### config.mk
export PLATFORM = sky130hd
export DESIGN_NAME = three_rotor_reflector_cipher
export DESIGN_NICKNAME = d
export VERILOG_FILES = /design/src/hw/rtl/trrc_pkg.sv /design/src/hw/rtl/trrc_rotor_counter.sv /design/src/hw/rtl/trrc_scrambler.sv /design/src/hw/rtl/three_rotor_reflector_cipher.sv
export SDC_FILE = /design/constraint.sdc
export NUM_CORES = 1
export LEC_CHECK = 0
export BUFFER_PORTS_ARGS = -buffer_cell sky130_fd_sc_hd__buf_2
export CORE_MARGIN = 1
export CORE_UTILIZATION = 50
export DETAILED_ROUTE_END_ITERATION = 8
export PLACE_DENSITY_LB_ADDON = 0.25
export SLEW_MARGIN = 20
export SYNTH_ARGS = -nofsm -noshare
export SYNTH_HDL_FRONTEND = slang
export SYNTH_SLANG_ARGS = --single-unit
### constraint.sdc
create_clock -name clk -period 32.9 [get_ports clk]
set_input_delay 3.29 -clock clk [delete_from_list [all_inputs] [get_ports clk]]
set_output_delay 3.29 -clock clk [all_outputs]
set_load 0.1 [all_outputs]
### src/hw/rtl/trrc_pkg.sv
`timescale 1ns / 1ps
`default_nettype none

package trrc_pkg;

	localparam int unsigned LETTERS = 26;

	typedef logic [4:0] letter_t;
	typedef letter_t tbl_t [LETTERS];

	// Rotor offsets, each already reduced to 0..25.
	typedef struct packed {
		letter_t off1;
		letter_t off2;
		letter_t off3;
	} offsets_t;

	localparam letter_t LAST_LETTER = letter_t'(LETTERS - 1);
	localparam letter_t WRAP = letter_t'(LETTERS);

	localparam tbl_t WIRING1 = '{5, 15, 16, 9, 7, 24, 10, 14, 20, 11, 13, 12, 3,
		0, 22, 23, 6, 18, 25, 8, 21, 2, 1, 17, 19, 4};
	localparam tbl_t WIRING2 = '{24, 21, 20, 15, 13, 1, 6, 22, 9, 23, 25, 10, 17,
		8, 0, 14, 11, 16, 5, 3, 18, 7, 12, 19, 4, 2};
	localparam tbl_t WIRING3 = '{19, 21, 7, 23, 17, 9, 6, 22, 18, 8, 24, 10, 0,
		11, 1, 2, 5, 12, 13, 16, 3, 20, 14, 25, 4, 15};
	localparam tbl_t REFLECT = '{13, 20, 23, 24, 15, 19, 21, 16, 22, 25, 17, 18,
		14, 0, 12, 4, 7, 10, 11, 5, 1, 6, 8, 2, 3, 9};

	// Build the backward table: last position holding each value, 0 if none.
	function automatic tbl_t invert(input tbl_t w);
		tbl_t r;
		for (int v = 0; v < LETTERS; v++) begin
			r[v] = '0;
			for (int i = 0; i < LETTERS; i++) begin
				if (w[i] == letter_t'(v)) begin
					r[v] = letter_t'(i);
				end
			end
		end
		return r;
	endfunction

	localparam tbl_t INVERSE1 = invert(WIRING1);
	localparam tbl_t INVERSE2 = invert(WIRING2);
	localparam tbl_t INVERSE3 = invert(WIRING3);

	// (a + b) mod 26 for a, b in 0..25.
	function automatic letter_t add_mod(input letter_t a, input letter_t b);
		logic [5:0] sum;
		sum = {1'b0, a} + {1'b0, b};
		if (sum >= {1'b0, WRAP}) begin
			sum = sum - {1'b0, WRAP};
		end
		return sum[4:0];
	endfunction

	// (a - b) mod 26 for a, b in 0..25.
	function automatic letter_t sub_mod(input letter_t a, input letter_t b);
		letter_t d;
		if (a >= b) begin
			d = a - b;
		end else begin
			d = a + WRAP - b;
		end
		return d;
	endfunction

endpackage

`default_nettype wire

### src/hw/rtl/trrc_rotor_counter.sv
`timescale 1ns / 1ps
`default_nettype none

module trrc_rotor_counter (
	input  wire logic               clk,
	input  wire logic               arst_n,
	input  wire logic               advance,
	output trrc_pkg::offsets_t      offsets
);

	trrc_pkg::letter_t count1_q;
	trrc_pkg::letter_t count2_q;
	trrc_pkg::letter_t count3_q;

	// Counts 1 and 2 run 0..26 and then restart at 1; count 3 wraps at 26.
	always_ff @(posedge clk or negedge arst_n) begin
		if (!arst_n) begin
			count1_q <= '0;
			count2_q <= '0;
			count3_q <= '0;
		end else if (advance) begin
			if (count1_q == trrc_pkg::WRAP) begin
				count1_q <= 5'd1;
				if (count2_q == trrc_pkg::WRAP) begin
					count2_q <= 5'd1;
					if (count3_q == trrc_pkg::LAST_LETTER) begin
						count3_q <= '0;
					end else begin
						count3_q <= count3_q + 5'd1;
					end
				end else begin
					count2_q <= count2_q + 5'd1;
				end
			end else begin
				count1_q <= count1_q + 5'd1;
			end
		end
	end

	// A count of 26 acts as offset 0.
	assign offsets.off1 = (count1_q == trrc_pkg::WRAP) ? '0 : count1_q;
	assign offsets.off2 = (count2_q == trrc_pkg::WRAP) ? '0 : count2_q;
	assign offsets.off3 = count3_q;

endmodule

`default_nettype wire

### src/hw/rtl/trrc_scrambler.sv
`timescale 1ns / 1ps
`default_nettype none

module trrc_scrambler (
	input  wire trrc_pkg::letter_t  letter,
	input  wire trrc_pkg::offsets_t offsets,
	output trrc_pkg::letter_t       cipher
);

	trrc_pkg::letter_t fwd1;
	trrc_pkg::letter_t fwd2;
	trrc_pkg::letter_t fwd3;
	trrc_pkg::letter_t refl;
	trrc_pkg::letter_t bwd3;
	trrc_pkg::letter_t bwd2;

	// Forward through rotors 1..3, reflect, back through rotors 3..1.
	assign fwd1 = trrc_pkg::WIRING1[trrc_pkg::add_mod(letter, offsets.off1)];
	assign fwd2 = trrc_pkg::WIRING2[trrc_pkg::add_mod(fwd1, offsets.off2)];
	assign fwd3 = trrc_pkg::WIRING3[trrc_pkg::add_mod(fwd2, offsets.off3)];
	assign refl = trrc_pkg::REFLECT[fwd3];
	assign bwd3 = trrc_pkg::sub_mod(trrc_pkg::INVERSE3[refl], offsets.off3);
	assign bwd2 = trrc_pkg::sub_mod(trrc_pkg::INVERSE2[bwd3], offsets.off2);
	assign cipher = trrc_pkg::sub_mod(trrc_pkg::INVERSE1[bwd2], offsets.off1);

endmodule

`default_nettype wire

### src/hw/rtl/three_rotor_reflector_cipher.sv
// Three-rotor reflector cipher: one plain letter in, one cipher letter out.
//
// Input channel: letter_valid / letter_stall with plain_letter (0..25; codes
// 26..31 are reduced by 26 first). An item is taken on a rising edge where
// letter_valid is high and letter_stall is low.
// Output channel: cipher_valid / cipher_stall with cipher_letter (0..25).
//
// The letter and a snapshot of the rotor offsets are registered on accept; the
// combinational rotor path feeds the result register, which loads when free.
// The block takes one letter per cycle while the receiver does not stall; the
// combinational rotor path (three lookups, reflector, three backward lookups)
// sets the clock. The rotor counters step on every accepted letter.
//
// Reset (arst_n low) clears both pipeline stages and all rotor counters.
// When the receiver stalls, the result holds; if the input stage is empty, one
// more letter is taken into it, then letter_stall rises until the result moves on.
`timescale 1ns / 1ps
`default_nettype none

module three_rotor_reflector_cipher (
	input  wire logic              clk,
	input  wire logic              arst_n,
	input  wire logic              letter_valid,
	output logic                   letter_stall,
	input  wire trrc_pkg::letter_t plain_letter,
	output logic                   cipher_valid,
	input  wire logic              cipher_stall,
	output trrc_pkg::letter_t      cipher_letter
);

	logic               take_in;
	logic               load_s2;
	logic               vld_s1;
	logic               vld_s2;
	trrc_pkg::letter_t  letter_s1;
	trrc_pkg::offsets_t offsets_s1;
	trrc_pkg::offsets_t offsets;
	trrc_pkg::letter_t  cipher;
	trrc_pkg::letter_t  cipher_s2;
	trrc_pkg::letter_t  letter_red;

	// Result register is free when empty or being taken this cycle.
	assign load_s2 = !vld_s2 || !cipher_stall;
	assign letter_stall = vld_s1 && !load_s2;
	assign take_in = letter_valid && !letter_stall;

	// Fold the six out-of-range codes onto A..F.
	assign letter_red = (plain_letter >= trrc_pkg::WRAP) ?
		plain_letter - trrc_pkg::WRAP : plain_letter;

	trrc_rotor_counter u_counter (
		.clk     (clk),
		.arst_n  (arst_n),
		.advance (take_in),
		.offsets (offsets)
	);

	// Input stage: hold the letter with the offsets it must be enciphered under.
	always_ff @(posedge clk or negedge arst_n) begin
		if (!arst_n) begin
			vld_s1 <= 1'b0;
		end else if (take_in) begin
			vld_s1 <= 1'b1;
		end else if (load_s2) begin
			vld_s1 <= 1'b0;
		end
	end

	always_ff @(posedge clk) begin
		if (take_in) begin
			letter_s1 <= letter_red;
			offsets_s1 <= offsets;
		end
	end

	trrc_scrambler u_scrambler (
		.letter  (letter_s1),
		.offsets (offsets_s1),
		.cipher  (cipher)
	);

	// Result stage: advance when free, otherwise hold for the receiver.
	always_ff @(posedge clk or negedge arst_n) begin
		if (!arst_n) begin
			vld_s2 <= 1'b0;
		end else if (load_s2) begin
			vld_s2 <= vld_s1;
		end
	end

	always_ff @(posedge clk) begin
		if (load_s2 && vld_s1) begin
			cipher_s2 <= cipher;
		end
	end

	assign cipher_valid = vld_s2;
	assign cipher_letter = cipher_s2;

endmodule

`default_nettype wire

Yosys cells after proc, flatten, opt, wreduce, memory -nomap -nowiden --
Memories as Yosys holds them, arrays and structs flattened. Cells that the tools add are included.
Word-level totals: output and inout port bits 7, logic and storage cells 97, bits in registers 42, memories kept 7, RAM bits 0, bits in read-only memories 1120, input port bits 9, bits in latches 0
Memory list:
- (name not given) | depth 32, width 5, read ports 1, clocked after Yosys merged registers in 0, write ports 0, line trrc_scrambler.sv:21 | assign refl = trrc_pkg::REFLECT[fwd3];
- (name not given) | depth 32, width 5, read ports 1, clocked after Yosys merged registers in 0, write ports 0, line trrc_scrambler.sv:22 | assign bwd3 = trrc_pkg::sub_mod(trrc_pkg::INVERSE3[refl], offsets.off3);
- (name not given) | depth 32, width 5, read ports 1, clocked after Yosys merged registers in 0, write ports 0, line trrc_scrambler.sv:23 | assign bwd2 = trrc_pkg::sub_mod(trrc_pkg::INVERSE2[bwd3], offsets.off2);
- (name not given) | depth 32, width 5, read ports 1, clocked after Yosys merged registers in 0, write ports 0, line trrc_scrambler.sv:24 | assign cipher = trrc_pkg::sub_mod(trrc_pkg::INVERSE1[bwd2], offsets.off1);
- (name not given) | depth 32, width 5, read ports 1, clocked after Yosys merged registers in 0, write ports 0, line trrc_scrambler.sv:18 | assign fwd1 = trrc_pkg::WIRING1[trrc_pkg::add_mod(letter, offsets.off1)];
- (name not given) | depth 32, width 5, read ports 1, clocked after Yosys merged registers in 0, write ports 0, line trrc_scrambler.sv:20 | assign fwd3 = trrc_pkg::WIRING3[trrc_pkg::add_mod(fwd2, offsets.off3)];
- 1 more memories
Operators by class: equality and inequality tests 3, $lt $le $gt $ge 14, div/mod/pow operators 0, bitwise gates (word level) 7, reduce and logical (&&, ||, !) cells 11, shift-type cells 0, $mul 0, add/sub/neg operators 19, mux-type cells 26
Operators with widths (number):
- 5-bit two-way mux | 24
- 6-bit >= comparator (second input constant) | 7
- 5-bit NOT with 6-bit output | 7
- 5-bit subtractor | 6
- 5-bit subtractor (second input constant) | 4
- 5-bit by 5-bit adder with 6-bit output | 3
- 6-bit by 5-bit >= comparator with 1-bit output (second input constant) | 3
- 5-bit by 1-bit adder with 5-bit output (second input constant) | 3
- 5-bit adder (second input constant) | 3
- 5-bit equality test (second input constant) | 3
- 5-bit >= comparator | 3
- 5-bit >= comparator (second input constant) | 1
- 1-bit zero test | 4
- 1-bit logical AND | 3
- 3-bit AND reduction | 1
- 1-bit two-way mux | 2
- 2-bit AND reduction | 1
- 2-bit nonzero test | 1
- 1-bit logical OR | 1

Logic depth before layout (Yosys ltp) --
depth after elaboration 46, mapped depth 92, gate-level depth less buffers 90

Cells and area by module --
A second synthesis with hierarchy kept.
Second synthesis, totals: cells, all modules 754, area, all modules 6276.0 µm²
Modules (own cells, without submodules):
- trrc_scrambler | area each 4370.4 µm², instances 1, sequential area each 0.0 µm², cells an instance 613
- trrc_rotor_counter | area each 980.9 µm², instances 1, sequential area each 375.4 µm², cells an instance 94
- three_rotor_reflector_cipher | area each 924.6 µm², instances 1, sequential area each 800.8 µm², cells an instance 47

Worst setup path before layout --
No wires, ideal clock.
kind reg-to-reg, start register offsets_s1[11] (netlist name), end register cipher_s2[4], in the netlist cipher_letter[4], data pin, data required time 32.641 ns, library setup time 0.259 ns, data arrival time 16.298 ns, slack 16.343 ns, cell stages (with the launch flop) 86, period minus slack after synthesis 16.557 ns, path through edfxtp_1 ha_1 a21o_1 a21oi_1 o21bai_1 a21oi_1 o21ai_0 o21ai_0 clkinv_1 ha_1 a21oi_1 o21ai_0 nand2_1 o21ai_0 ha_1 inv_1 fa_1 inv_1 [... 50 more ...] a21o_1 a21o_1 xor2_1 ha_1 mux2_2 a21oi_1 mux2_2 ha_1 inv_1 a21oi_1 o21ai_0 a31oi_1 nor2_1 o21ai_0 nand2b_1 o311ai_0 o21ai_0 xnor2_1
On the way: word-level cells in the longest chain between the ends 46, elaborated cells between the ends (all ways) 55, those cells by class 15 x add/sub; 6 x order compare; 20 x mux; 7 x bitwise; 7 x memory
RTL lines:
- from (decl) | line three_rotor_reflector_cipher.sv:36 | trrc_pkg::offsets_t offsets_s1;
- from (signal assigned) | line three_rotor_reflector_cipher.sv:72 | offsets_s1 <= offsets;
- 5-bit by 5-bit adder with 6-bit output | line trrc_pkg.sv:51 | sum = {1'b0, a} + {1'b0, b};
- 5-bit subtractor or 6-bit by 5-bit >= comparator with 1-bit output (tied branches) | line trrc_pkg.sv:53, trrc_pkg.sv:52
- 5-bit two-way mux | line trrc_pkg.sv:52 | if (sum >= {1'b0, WRAP}) begin
- 5-bit NOT with 6-bit output (implied by the code) | line trrc_scrambler.sv:18
- memory 32 x 5 bit
- 5-bit two-way mux (implied by the code) (2 in series) | line trrc_scrambler.sv:18
- 5-bit by 5-bit adder with 6-bit output | line trrc_pkg.sv:51
- 5-bit subtractor or 6-bit by 5-bit >= comparator with 1-bit output (tied branches) | line trrc_pkg.sv:53, trrc_pkg.sv:52
- [... 29 more ...]
- 5-bit two-way mux | line trrc_pkg.sv:61 | if (a >= b) begin
- 5-bit NOT with 6-bit output (implied by the code) | line trrc_scrambler.sv:24
- memory 32 x 5 bit
- 5-bit two-way mux (implied by the code) (2 in series) | line trrc_scrambler.sv:24
- 5-bit adder | line trrc_pkg.sv:64 | d = a + WRAP - b;
- 5-bit subtractor | line trrc_pkg.sv:64
- 5-bit two-way mux * | line trrc_pkg.sv:61
- net cipher[4] | line three_rotor_reflector_cipher.sv:38 | trrc_pkg::letter_t cipher;
- to (signal assigned) | line three_rotor_reflector_cipher.sv:93 | cipher_s2 <= cipher;
- to (decl) | line three_rotor_reflector_cipher.sv:39 | trrc_pkg::letter_t cipher_s2;
Mark *: on every way through the listed nets, which the timed path passes. The rest lies on a longest branch. The select of a mux whose other input is x is not followed. A chain may end at the register's enable or synchronous reset.

Final worst setup path --
Same ends and word-level chain as after synthesis.

==> out/results.tsv <==
metric	value	unit
status	finished clean	
fin crit share	58.8	%
wire per inst	14.6	microns
Seq/Total Area, Yosys	18.7	%
non-filler cells, final	934	
share of the synthesized area in the top cell type	17.9	%
total CTS buffers	5	
cell count after synthesis	764	
RSZ-0062 raised after global routing	false	
first-pass GRT wire length	23500	microns
asr flop ratio synth	40.5	%
final hold slack	0.480	ns
die width	114	microns
count leader, synth	ha_1	
placed insts	926	
slew margin rel.	27.8	%
DR vias/cell	6.00	
Worst path max stage delay	0.90	ns
register area	1180	sq um
Starting Density	51.9	%
Crit path top cell by count	ha_1	
Skew-Pair Late Insertion Delay	0.28	ns
vias	5606	
cell taking the most area after synthesis	ha_1	
pre-CTS setup slack	13.83	ns
register clock-pin slew on the reported worst setup and hold paths	0.06	ns
RePlAce Congestion	0.949	
WP buf/inv	12	
die area	13000	sq um
Synth area leaders	ha_1 18%, edfxtp_1 12%, dfrtp_1 6.8%	
Final #Nets	876	
prevailing post-synth register cell	edfxtp_1	
root buf cell	clkbuf_16	
type of the worst min-delay path	flop to flop	
area of the multi-input gates	4750	sq um
Final TNS setup	0	ns
Distinct cells, synth	82	
ant diodes	0	
gr usage total	21.7	%
Netlist Area Pre-Place	6290	sq um
total core area	12100	sq um
Detailed Place HPWL	10700	microns
setup bufs post-CTS	0	
setup ws final	13.56	ns
IO Port Bufs	15	
CP max stage cell	mux2i_1	
EDFF count, synth	25	
actual slew at the worst max-slew pin	1.05	ns
critical path's top delay family	compound AO/OA/AOI/OAI gates	
Mapped Nets	875	
Final setup viols	0	
Required @ worst endpoint	32.93	ns
CP max FO	14	
vias in the first global route	5050	
critical path arrival	19.37	ns
GRT Residual Overflow	0	
kind of critical path	flop to flop	
post-synthesis register bit count	42	
Critical Path Source Type	flop	
antenna violations before repair	0	
warning count from the yosys run	0	
Worst Setup End Kind	flop	
Filler cells	1108	
# rows	40	
Sink Count	42	
Ports	16	
Fmax achieved	51.7	MHz
Clock Skew	0.00303	ns
Max-Cap Viols	0	
WL final	13600	microns
post-cts hold buffer count	0	
layout cells sized above 1	8.75	%
H-Tree Depth	2	
most instantiated cells after synthesis	90 x ha_1, 70 x inv_1, 66 x nand2_1	
initial DRC count	507	
TritonCTS clock tree	built	
Fin. Hold Viols	0	
1st-pass router iterations	5	
Final Slew Violations	0	
Die Ht	114	microns
post-layout min period	19.34	ns
clk buf depth	2	
largest net degree at the start of global routing	27	
DRC	0	
Detail Route Antenna Nets	0	
Mapped Avg Cell Area	8.23	sq um
area grow syn2layout	6.31	%
# resized after CTS	0	
[cells by family after synthesis]
logic type	Yosys count	synth area share, %
mux	39	6.71
xor+xnor	31	4.56
flops	42	18.7
fa+ha+maj	102	21.7
buf+inv	95	5.99
compound gates	242	26.3
simple gates	213	16.0
[final timing paths]
check	slack, ns	from	cells after the start	endpoint
max in group asynchronous	29.69	arst_n	1	u_counter.count2_q[4]
min	0.48	vld_s1	1	cipher_valid
min in group asynchronous	2.92	arst_n	1	u_counter.count3_q[2]
max	13.56	offsets_s1[11]	84	cipher_letter[4]
max reg2reg	13.56	offsets_s1[11]	84	cipher_letter[4]
min reg2reg	0.48	vld_s1	1	cipher_valid
[state kept, by name, indices dropped and copies added (netlist names)]
register,count
u_counter.count3_q,5
u_counter.count1_q,5
cipher_letter,5
vld_s1,1
offsets_s1,15
cipher_valid,1
letter_s1,5
u_counter.count2_q,5
[final cells by class]
type / count / share of cell area (%)
timing repair buffer: 16 / 1.24
tap: 168 / 3.15
multi-input combinational: 627 / 71.1
sequential: 42 / 17.6
clock buffer: 8 / 2.83
inverter: 73 / 4.14
[metrics by stage]
| step | area [sq um] | utilization (%) |
|---|---|---|
| after global routing | 6680 | 55.2 |
| after CTS | 6670 | 55.1 |
| after floorplan | 6290 | - |
| after global placement | 6480 | 53.5 |
| after detailed placement | 6480 | 53.5 |
| final | 6680 | 55.2 |
[cells in the final DEF, fill, tap and decap left out, types with 4 or more instances in the layout]
master,instances
nand3_1,25
nor3_1,17
nand2b_1,7
clkbuf_16,7
a21boi_0,6
and2_1,11
o21ai_0,52
mux2i_1,24
a31oi_1,12
inv_1,70
a211oi_1,7
xnor2_1,17
a311oi_1,5
buf_2,15
a21o_1,19
ha_1,90
xor2_1,11
and4b_1,4
nor2_1,57
dfrtp_1,17
and3_1,4
nand2_1,66
o211ai_1,9
mux2_2,11
o21ai_1,5
a211oi_2,4
fa_1,12
a21oi_1,59
edfxtp_1,25
o221ai_1,5
a22o_1,5
o22ai_1,5
o31ai_1,5
[per-layer routing]
metal  GRT usage (%)  wire length (microns)
met1            31.8                   6850
met2            34.5                   6110
met3            2.06                    476
met4            4.76                    159
met5               0                      0
Power is not shown: default switching activity piles up to over one toggle a cycle in this logic, so the estimate is an artifact.
